### config.mk
export PLATFORM = sky130hd
export DESIGN_NAME = coordinate_map_table
export DESIGN_NICKNAME = d
export VERILOG_FILES = /design/src/sv/cmt_pkg.sv /design/src/sv/cmt_ctrl.sv /design/src/sv/cmt_datapath.sv /design/src/sv/coordinate_map_table.sv
export SDC_FILE = /design/constraint.sdc
export NUM_CORES = 2
export LEC_CHECK = 0
export BUFFER_PORTS_ARGS = -buffer_cell sky130_fd_sc_hd__buf_2
export CAP_MARGIN = 0
export CORE_MARGIN = 2
export CORE_UTILIZATION = 40
export CTS_BUF_LIST = sky130_fd_sc_hd__clkbuf_8
export DETAILED_ROUTE_END_ITERATION = 12
export PLACE_DENSITY = 0.58
export SLEW_MARGIN = 10
export SYNTH_ARGS = -nofsm -noshare
export SYNTH_HDL_FRONTEND = slang
export SYNTH_SLANG_ARGS = --single-unit
### constraint.sdc
create_clock -name clk -period 14.82 [get_ports clk]
set_clock_uncertainty 0.15 [all_clocks]
set_input_delay 0.741 -clock clk [delete_from_list [all_inputs] [get_ports clk]]
set_output_delay 0.741 -clock clk [all_outputs]
set_load 0.01 [all_outputs]
### src/sv/cmt_pkg.sv
package cmt_pkg;

  // Command codes carried in the cmd field of a request.
  localparam logic [1:0] CMD_INSERT = 2'd0;
  localparam logic [1:0] CMD_LOOKUP = 2'd1;
  localparam logic [1:0] CMD_SHIFT  = 2'd2;

  // Request payload.
  typedef struct packed {
    logic [1:0]         cmd;
    logic signed [15:0] coord_x;
    logic signed [15:0] coord_y;
    logic [7:0]         cell_type;
  } req_t;

  // Response payload.
  typedef struct packed {
    logic       found;
    logic [7:0] stored_type;
    logic       table_full;
    logic [6:0] entries_used;
  } rsp_t;

  // One stored table entry.
  typedef struct packed {
    logic [15:0] x;
    logic [15:0] y;
    logic [7:0]  kind;
  } entry_t;

  // Commands from the controller to the datapath.
  typedef struct packed {
    logic load;
    logic issue;
    logic commit;
  } ctrl_cmd_t;

  // Status from the datapath to the controller.
  typedef struct packed {
    logic more;
    logic match;
    logic hit;
    logic search;
    logic shift;
    logic out_free;
  } ctrl_status_t;

endpackage

### src/sv/cmt_ctrl.sv
module cmt_ctrl (
  input  logic                  clk,
  input  logic                  rst,
  input  logic                  req_valid,
  output logic                  req_stall,
  input  cmt_pkg::ctrl_status_t status,
  output cmt_pkg::ctrl_cmd_t    ctrl
);

  typedef enum logic [1:0] {
    ST_IDLE,
    ST_SCAN,
    ST_COMMIT
  } state_t;

  state_t state;
  logic   busy;
  logic   issue;

  // A read is issued while entries remain, for a shift, or for a search that has not yet hit or matched.
  always_comb begin
    issue = (state == ST_SCAN) && status.more &&
            (status.shift || (status.search && !status.hit && !status.match));
    ctrl.load   = (state == ST_IDLE) && req_valid && !rst;
    ctrl.issue  = issue;
    ctrl.commit = (state == ST_COMMIT) && status.out_free;
  end

  // The request channel is held off for the whole of a transaction.
  assign req_stall = busy | rst;

  // State register and busy flag.
  always_ff @(posedge clk) begin
    if (rst) begin
      state <= ST_IDLE;
      busy  <= 1'b0;
    end else begin
      case (state)
        ST_IDLE: begin
          if (req_valid) begin
            state <= ST_SCAN;
            busy  <= 1'b1;
          end
        end
        ST_SCAN: begin
          if (!issue) begin
            state <= ST_COMMIT;
          end
        end
        ST_COMMIT: begin
          if (status.out_free) begin
            state <= ST_IDLE;
            busy  <= 1'b0;
          end
        end
        default: begin
          state <= ST_IDLE;
          busy  <= 1'b0;
        end
      endcase
    end
  end

  a_accept_blocks: assert property (@(posedge clk) disable iff (rst)
    (req_valid && !req_stall) |=> req_stall)
    else $error("request accepted without blocking the next one");

  a_commit_frees: assert property (@(posedge clk) disable iff (rst)
    ctrl.commit |=> !req_stall)
    else $error("request channel still blocked after commit");

  a_no_read_after_hit: assert property (@(posedge clk) disable iff (rst)
    ctrl.issue |-> !status.hit)
    else $error("table read issued after a search hit");

endmodule

### src/sv/cmt_datapath.sv
module cmt_datapath #(
  parameter int TABLE_DEPTH = 64
) (
  input  logic                  clk,
  input  logic                  rst,
  input  cmt_pkg::req_t         req,
  input  cmt_pkg::ctrl_cmd_t    ctrl,
  output cmt_pkg::ctrl_status_t status,
  output logic                  rsp_valid,
  input  logic                  rsp_stall,
  output cmt_pkg::rsp_t         rsp
);

  localparam int CNT_W = $clog2(TABLE_DEPTH + 1);
  localparam int IDX_W = (TABLE_DEPTH > 1) ? $clog2(TABLE_DEPTH) : 1;
  localparam logic [CNT_W-1:0] DEPTH_CNT = CNT_W'(TABLE_DEPTH);

  cmt_pkg::entry_t mem [TABLE_DEPTH];

  cmt_pkg::req_t   key;
  logic [CNT_W-1:0] count;
  logic [CNT_W-1:0] count_next;
  logic [CNT_W-1:0] ptr;
  logic             rd_pend;
  logic [IDX_W-1:0] rd_idx;
  cmt_pkg::entry_t  rd_data;
  logic             hit;
  logic [IDX_W-1:0] hit_idx;
  logic [7:0]       hit_kind;

  logic            is_insert;
  logic            is_lookup;
  logic            is_shift;
  logic            search;
  logic            match;
  logic            append;
  logic            we;
  logic [IDX_W-1:0] waddr;
  cmt_pkg::entry_t wdata;

  // Decode of the held command and comparison of the entry just read.
  assign is_insert = (key.cmd == cmt_pkg::CMD_INSERT);
  assign is_lookup = (key.cmd == cmt_pkg::CMD_LOOKUP);
  assign is_shift  = (key.cmd == cmt_pkg::CMD_SHIFT);
  assign search    = is_insert || is_lookup;
  assign match     = rd_pend && search &&
                     (rd_data.x == key.coord_x) && (rd_data.y == key.coord_y);

  // A new coordinate is appended only while there is room.
  assign append     = ctrl.commit && is_insert && !hit && (count != DEPTH_CNT);
  assign count_next = append ? count + CNT_W'(1) : count;

  // Single write port: shift write-back, insert update or append.
  always_comb begin
    we    = 1'b0;
    waddr = rd_idx;
    wdata = rd_data;
    if (rd_pend && is_shift) begin
      we      = 1'b1;
      wdata.x = rd_data.x - key.coord_x;
      wdata.y = rd_data.y - key.coord_y;
    end else if (ctrl.commit && is_insert && hit) begin
      we    = 1'b1;
      waddr = hit_idx;
      wdata = '{x: key.coord_x, y: key.coord_y, kind: key.cell_type};
    end else if (append) begin
      we    = 1'b1;
      waddr = count[IDX_W-1:0];
      wdata = '{x: key.coord_x, y: key.coord_y, kind: key.cell_type};
    end
  end

  // Table memory with registered read data.
  always_ff @(posedge clk) begin
    if (we) begin
      mem[waddr] <= wdata;
    end
    if (ctrl.issue) begin
      rd_data <= mem[ptr[IDX_W-1:0]];
    end
  end

  // Control registers.
  always_ff @(posedge clk) begin
    if (rst) begin
      count     <= '0;
      ptr       <= '0;
      rd_pend   <= 1'b0;
      hit       <= 1'b0;
      rsp_valid <= 1'b0;
    end else begin
      count   <= count_next;
      rd_pend <= ctrl.issue;
      if (ctrl.load) begin
        ptr <= '0;
        hit <= 1'b0;
      end else begin
        if (ctrl.issue) begin
          ptr <= ptr + CNT_W'(1);
        end
        if (match && !hit) begin
          hit <= 1'b1;
        end
      end
      if (ctrl.commit) begin
        rsp_valid <= 1'b1;
      end else if (!rsp_stall) begin
        rsp_valid <= 1'b0;
      end
    end
  end

  // Payload registers.
  always_ff @(posedge clk) begin
    if (ctrl.load) begin
      key <= req;
    end
    if (ctrl.issue) begin
      rd_idx <= ptr[IDX_W-1:0];
    end
    if (match && !hit) begin
      hit_idx  <= rd_idx;
      hit_kind <= rd_data.kind;
    end
    if (ctrl.commit) begin
      rsp.found        <= search && hit;
      rsp.stored_type  <= (is_lookup && hit) ? hit_kind : 8'd0;
      rsp.table_full   <= is_insert && !hit && (count == DEPTH_CNT);
      rsp.entries_used <= 7'(count_next);
    end
  end

  // Status towards the controller.
  always_comb begin
    status.more     = (ptr < count);
    status.match    = match;
    status.hit      = hit;
    status.search   = search;
    status.shift    = is_shift;
    status.out_free = !rsp_valid || !rsp_stall;
  end

  a_count_bound: assert property (@(posedge clk) disable iff (rst)
    count <= DEPTH_CNT)
    else $error("entry count beyond table depth");

  a_commit_idle_scan: assert property (@(posedge clk) disable iff (rst)
    ctrl.commit |-> !rd_pend)
    else $error("commit while a table read is outstanding");

  a_shift_in_range: assert property (@(posedge clk) disable iff (rst)
    (rd_pend && is_shift) |-> (CNT_W'(rd_idx) < count))
    else $error("shift write-back beyond the used entries");

endmodule

### src/sv/coordinate_map_table.sv
// Coordinate map table: a store of up to TABLE_DEPTH grid cells, each with a
// signed x,y coordinate and a type byte, searched in insertion order.
// Requests arrive on req (req_valid/req_stall) and carry a command: insert or
// update, lookup, or shift of every stored coordinate. Each request yields
// exactly one response on rsp (rsp_valid/rsp_stall), a transaction on each
// side completing when valid is high and stall is low.
// The request is taken in the idle state; the scan then reads the used entries
// in order through the single memory read port, a shift writing each one back
// and a search stopping once it hits; the commit state writes the response
// register and, for an insert, the table.
// One request is handled at a time; req_stall is high from acceptance until
// the response has been placed in the output register.
// A finished response waits in the output register while rsp_stall is high;
// the next request may be accepted meanwhile, but its commit waits until the
// register is free.
// Reset empties the table (entry count zero) and clears both channels; no
// clearing pass is needed, as entries beyond the count are never read.
module coordinate_map_table #(
  parameter int TABLE_DEPTH = 64
) (
  input  logic          clk,
  input  logic          rst,
  input  logic          req_valid,
  output logic          req_stall,
  input  cmt_pkg::req_t req,
  output logic          rsp_valid,
  input  logic          rsp_stall,
  output cmt_pkg::rsp_t rsp
);

  cmt_pkg::ctrl_cmd_t    ctrl;
  cmt_pkg::ctrl_status_t status;

  // Sequencer for the scan of each transaction.
  cmt_ctrl u_ctrl (
    .clk       (clk),
    .rst       (rst),
    .req_valid (req_valid),
    .req_stall (req_stall),
    .status    (status),
    .ctrl      (ctrl)
  );

  // Table memory, scan registers and response register.
  cmt_datapath #(
    .TABLE_DEPTH (TABLE_DEPTH)
  ) u_datapath (
    .clk       (clk),
    .rst       (rst),
    .req       (req),
    .ctrl      (ctrl),
    .status    (status),
    .rsp_valid (rsp_valid),
    .rsp_stall (rsp_stall),
    .rsp       (rsp)
  );

endmodule

# Word-level counts from Yosys, hierarchy flattened

Memories as Yosys holds them, arrays and structs flattened. A register that Yosys moved wholly into a read port is not among the register bits.
Cells that the tools add are included.

Memory bits (read-only): 0
Memories kept: 1
Logic and storage cells: 93
Bits of input ports: 46
Latch bits: 0
Output and inout port bits: 19
RAM bits: 2560
Register bits: 99

Memories:

| memory         | words | bits a word | read ports | clocked after Yosys merged registers in | wr ports | line               | source |
|---|---|---|---|---|---|---|---|
| u_datapath.mem | 64    | 40          | 1          | 1                                       | 1        | cmt_datapath.sv:18 | `cmt_pkg::entry_t mem [TABLE_DEPTH];` |

Order comparisons: 1
Shift operators: 0
Bitwise operators: 2
Equal/unequal tests: 12
Multiplexer cells: 22
Reduce and logical (&&, ||, !) cells: 33
Add/subtract/negate cells: 4
Multipliers: 0
Div/mod/pow operators: 0

Operators by type and width:

| operator              | count |
|---|---|
| $mux W40              | 2 |
| $eq A16 B16 Y1        | 2 |
| $mux W32              | 1 |
| $sub A16 B16 Y16      | 2 |
| $logic_and A1 B1 Y1   | 20 |
| $mux W6               | 3 |
| $add A7 B1 Y7 const B | 2 |
| $mux W1               | 9 |
| $mux W8               | 1 |
| $eq A7 B7 Y1 const B  | 1 |
| $lt A7 B7 Y1          | 1 |
| $mux W7               | 1 |
| $ne A7 B7 Y1 const B  | 1 |
| $mux W2               | 3 |
| $pmux W2 S3           | 1 |
| $reduce_and A3 Y1     | 2 |
| $logic_not A1 Y1      | 5 |
| $eq A2 B1 Y1 const B  | 2 |
| $eq A2 B2 Y1 const B  | 2 |
| $logic_not A2 Y1      | 2 |
| $ne A2 B1 Y1 const B  | 2 |
| $ne A2 B2 Y1 const B  | 2 |
| $logic_or A1 B1 Y1    | 3 |
| $pmux W1 S3           | 1 |
| 3 further kinds       | 3 |

# Depth between registers and ports, before layout

Depth after elaboration: 11
Gate-level depth with buffers: 12

# Cells and area by module

A second synthesis with hierarchy kept.

Cell total of the unflattened synthesis: 4566
Area, all modules: 104647.9 um^2

Modules (own cells, without submodules):

| module       | cells each | times used | area each (um^2) |
|---|---|---|---|
| cmt_datapath | 4545       | 1          | 104465.2 |
| cmt_ctrl     | 21         | 1          | 182.7 |

# Least setup slack after synthesis

No wires, ideal clock.

Path kind: reg2reg
Start point: register u_datapath.rd_data[14] (netlist name)
End point: memory u_datapath.mem[0][23] (netlist bit), data pin
Path slack: 7.823 ns
Clock period less this slack: 6.997 ns
Path buffers: 0
Data arrival time: 5.839 ns
Cell stages (with the launch flop): 8
Cell sequence: edfxtp_1 > ha_1 > a21o_1 > or3_1 > o211ai_1 > and2_1 > a22oi_1 > o311ai_0

RTL lines:

| what      | line |
|---|---|
| to (decl) | cmt_datapath.sv:18 |

# Final worst setup path

Start point: register u_datapath.ptr[1]
End point: register u_datapath.rd_data[26] (netlist name)

Longest elaborated chain between the ends: 3

RTL lines:

| what                              | line                | source |
|---|---|---|
| from (decl)                       | cmt_datapath.sv:23  | `logic [CNT_W-1:0] ptr;` |
| from (signal assigned)            | cmt_datapath.sv:99  | `ptr <= ptr + CNT_W'(1);` |
| $lt A7 B7 Y1                      | cmt_datapath.sv:135 | `status.more = (ptr < count);` |
| $logic_and A1 B1 Y1 (2 in series) | cmt_ctrl.sv:22      | `issue = (state == ST_SCAN) && status.more &&` |

Parallel ways exist; a longest one is shown, timed or not.
A chain may end at the register's enable or synchronous reset.

==> summary.txt <==
Status
  – Status: completed

Clocking
  – Worst skew pair latency: 1.04 ns
  – Clk root buf: clkbuf_8
  – CTS resizes: 0
  – Post-CTS setup buffer count: 0
  – TritonCTS buffer count: 429
  – CTS Sinks: 2699
  – CTS tree: built
  – Htree depth: 5
  – Clock tree buffer depth: 4
  – Clock slew at reported path FFs: 0.06 ns

Placed design
  – Dpl cell area: 110800 µm²
  – # port buffers: 64
  – HPWL after DPL: 157.3 mm
  – Gpl congestion: 0.8322

Synthesis
  – Syn Inst Count: 4844
  – Synth warn: 0
  – Seq/Total Area, Yosys: 76.81%
  – Cell Area, Synth: 105300 µm²
  – Most used DFF post-synth: edfxtp_1
  – Mapped Avg Cell Area: 21.73 µm²
  – Mapped Nets: 4931
  – Async SR Flop Fraction: 0%
  – EDFF count, synth: 2679
  – Cell variety after synth: 71
  – Seq cells post-synth: 2699

Global route
  – First-pass GRT wire length: 410.5 mm
  – GR Util met3: 4.744%
  – GR Util met2: 34.51%
  – Initial antenna violation count: 24
  – Most Crowded Layer GR: met2
  – Congestion Overflow GR: 0
  – Vias in the first global route: 53290
  – GRT Overall Usage: 21.81%
  – GR Util met1: 30.70%
  – Largest net degree at the start of global routing: 123

Power
  – Leak: 36.50 nW
  – Switch Pwr: 0.002967 W
  – Pint: 0.01125 W
  – Worst vdd ir: 0.07221 mV
  – Final Power: 0.01422 W
  – PD cells: 119.5 nW/µm²
  – Clock network fraction of design power: 40.8%
  – Sequential share of power: 58.5%
  – Logic gate share of total power: 0.8%
  – Sw Share: 20.87%

Layout
  – Most frequent cells in the layout: edfxtp_1 (2679), mux4_2 (652), clkbuf_8 (432), mux2i_1 (194), inv_1 (192)
  – P&R area growth vs syn: 13.01%
  – Footprint of the multi-input gates: 23670 µm²
  – Commonest non-fill, non-tap cell in the layout: edfxtp_1
  – Post-Layout Inst Area: 118900 µm²
  – Fillers: 22018
  – Core Util, Final: 45.39%
  – Layout cells sized above 1: 27.22%
  – Register area: 80860 µm²
  – NumNets Final: 5388

Timing
  – Setup Viol. Count Final: 0
  – Slew @ Worst Pin: 1.443 ns
  – Final hold viol count: 0
  – Unrepaired setup endpoints after global routing: no
  – Final period util: 35.42%
  – Tmin final: 5.249 ns
  – Max transition margin: 2.769%
  – F_max: 190.5 MHz
  – Setup TNS: 0 ns
  – Max-slew violation count: 0

Worst setup path
  – Crit Path Category: reg2reg
  – Crit path capture type: flip-flop
  – Critical Path RT: 15.35 ns
  – Startpoint Class: flip-flop
  – CP arrival: 5.78 ns
  – CP max FO: 122

Routing
  – DR vias: 53182
  – DR WL/cell: 32.17 µm
  – 1st-pass router iterations: 7
  – Initial DRC count: 6882
  – DRC Markers: 0
  – Antenna-violating nets left: 0
  – Wirelength, routed: 294.1 mm
  – Vias/cell: 5.817

Die
  – FP Rows: 188
  – Starting density of the core: 40.17%
  – Die Area: 267200 µm²
  – CORE AREA: 262000 µm²
  – Die Wd: 517.0 µm
  – I/O pin total: 65
  – Die extent in y: 517.0 µm

Min path
  – Worst min path class: in2reg

Run
  – Max-Cap Viols: 0
state kept, by name, indices dropped and copies added (netlist names):
signal and cells:
u_datapath.hit 1, u_datapath.rsp_valid 1, u_datapath.hit_idx 6, u_datapath.count 7, u_datapath.key 42, u_datapath.mem 2560, u_datapath.rsp 17, u_ctrl.state 2
u_datapath.rd_idx 6, u_datapath.rd_pend 1, u_datapath.rd_data 40, u_datapath.hit_kind 8, u_ctrl.busy 1, u_datapath.ptr 7
cell families (layout without fill, tap and decap cells):
kind of cell | count (synthesis) | count (layout) | share of synthesized area, %
buf+inv | 307 | 1087 | 1.520
xor+xnor | 24 | 24 | 0.1997
compound gates | 483 | 483 | 3.071
fa+ha+maj | 41 | 41 | 0.5017
flops | 2699 | 2699 | 76.81
other cells | 0 | 4 | 0
mux | 854 | 854 | 15.88
simple gates | 436 | 436 | 2.011
power by group through the flow:
| stage | Sequential (W) | Clock [W] | Combinational [W] |
|---|---|---|---|
| final | 0.00831 | 0.00580 | 0.000107 |
| after global routing | 0.00831 | 0.00624 | 0.000116 |
| after CTS | 0.00831 | 0.00592 | 0.000107 |
| after detailed placement | 0.00847 | 0 | 0.0000965 |
| after global placement | 0.00847 | 0 | 0.0000940 |
| after floorplan | 0.00847 | 0 | 0.0000525 |
area by class of cell:
type | instances | share of cell area [%]
Antenna cell | 4 | 0.008416
Clock inverter | 322 | 1.412
Timing Repair Buffer | 280 | 1.824
Inverter | 53 | 0.1757
Multi-Input combinational cell | 1838 | 19.90
Clock buffer | 432 | 4.999
Tap cell | 3515 | 3.698
Sequential cell | 2699 | 67.99
routing by layer:
metal	wire, µm	vias to the layer above
li1	-	21440
met1	120300	28614
met2	139600	2710
met3	27460	408
met4	6712	10
met5	72	-
metrics by stage:
step	hold WS (ns)	setup WS, ns	cells
finish	0.3124	9.571	9143
global route	0.2812	9.261	9141
CTS	0.2130	9.553	9137
detailed placement	0.3718	9.514	8337
global placement	0.3563	8.540	8336
floorplan	0.2762	7.823	4844
final timing paths:
kind | start | slack [ns] | to | cells after the start
max | u_datapath.ptr[1]$_SDFFE_PP0P_ | 9.57 | u_datapath.rd_data[26]$_DFFE_PP_ | 7
max reg2reg | u_datapath.ptr[1]$_SDFFE_PP0P_ | 9.57 | u_datapath.rd_data[26]$_DFFE_PP_ | 7
min reg2reg | u_ctrl.busy$_SDFFE_PP0P_ | 0.38 | u_ctrl.busy$_SDFFE_PP0P_ | 2
min | req[1] | 0.31 | u_datapath.key[1]$_DFFE_PP_ | 2
synthesized netlist by cell type, types with 5 or more instances:
cell | count | area, µm²
a2111oi_0 | 9 | 78.83
a211oi_1 | 52 | 390.4
a21o_1 | 11 | 82.58
a21oi_1 | 129 | 645.6
a221o_1 | 8 | 80.08
a221oi_1 | 33 | 289.0
a22oi_1 | 33 | 247.7
a31oi_1 | 8 | 50.05
a41oi_1 | 5 | 43.79
and2_1 | 10 | 62.56
and3_1 | 18 | 112.6
buf_1 | 14 | 52.55
buf_2 | 94 | 470.5
buf_4 | 35 | 262.8
buf_6 | 22 | 247.7
clkbuf_1 | 86 | 322.8
dfxtp_1 | 20 | 400.4
edfxtp_1 | 2679 | 80450
ha_1 | 39 | 488.0
inv_1 | 50 | 187.7
mux2_2 | 8 | 90.09
mux2i_1 | 194 | 1942
mux4_2 | 652 | 14680
nand2_1 | 99 | 371.6
nand2b_1 | 14 | 87.58
nand3_1 | 29 | 145.1
nand4_1 | 7 | 43.79
nor2_1 | 137 | 514.2
nor2b_1 | 63 | 394.1
nor3_1 | 27 | 135.1
nor4_1 | 5 | 31.28
o211ai_1 | 7 | 52.55
o21a_1 | 5 | 37.54
o21ai_0 | 59 | 295.3
o21ai_1 | 11 | 55.05
o221ai_1 | 27 | 236.5
o22ai_1 | 43 | 269.0
o31ai_1 | 11 | 82.58
or2_2 | 5 | 31.28
xnor2_1 | 18 | 157.7
xor2_1 | 6 | 52.55
timing repair:
item                                    4_1_cts  5_1_grt
endpoints found under the hold margin        54        0
hold buffers                                 46        0
endpoints found under the setup margin        0        0
critical path, cell delays in order (launching register included):
cell and delay (ns):
dfxtp_4 0.63, buf_12 0.61, buf_12 0.66, buf_4 0.79, mux4_2 0.41, mux4_2 0.48
a21oi_1 0.71, nand2_1 0.24
(Power assumes the default switching activity.)
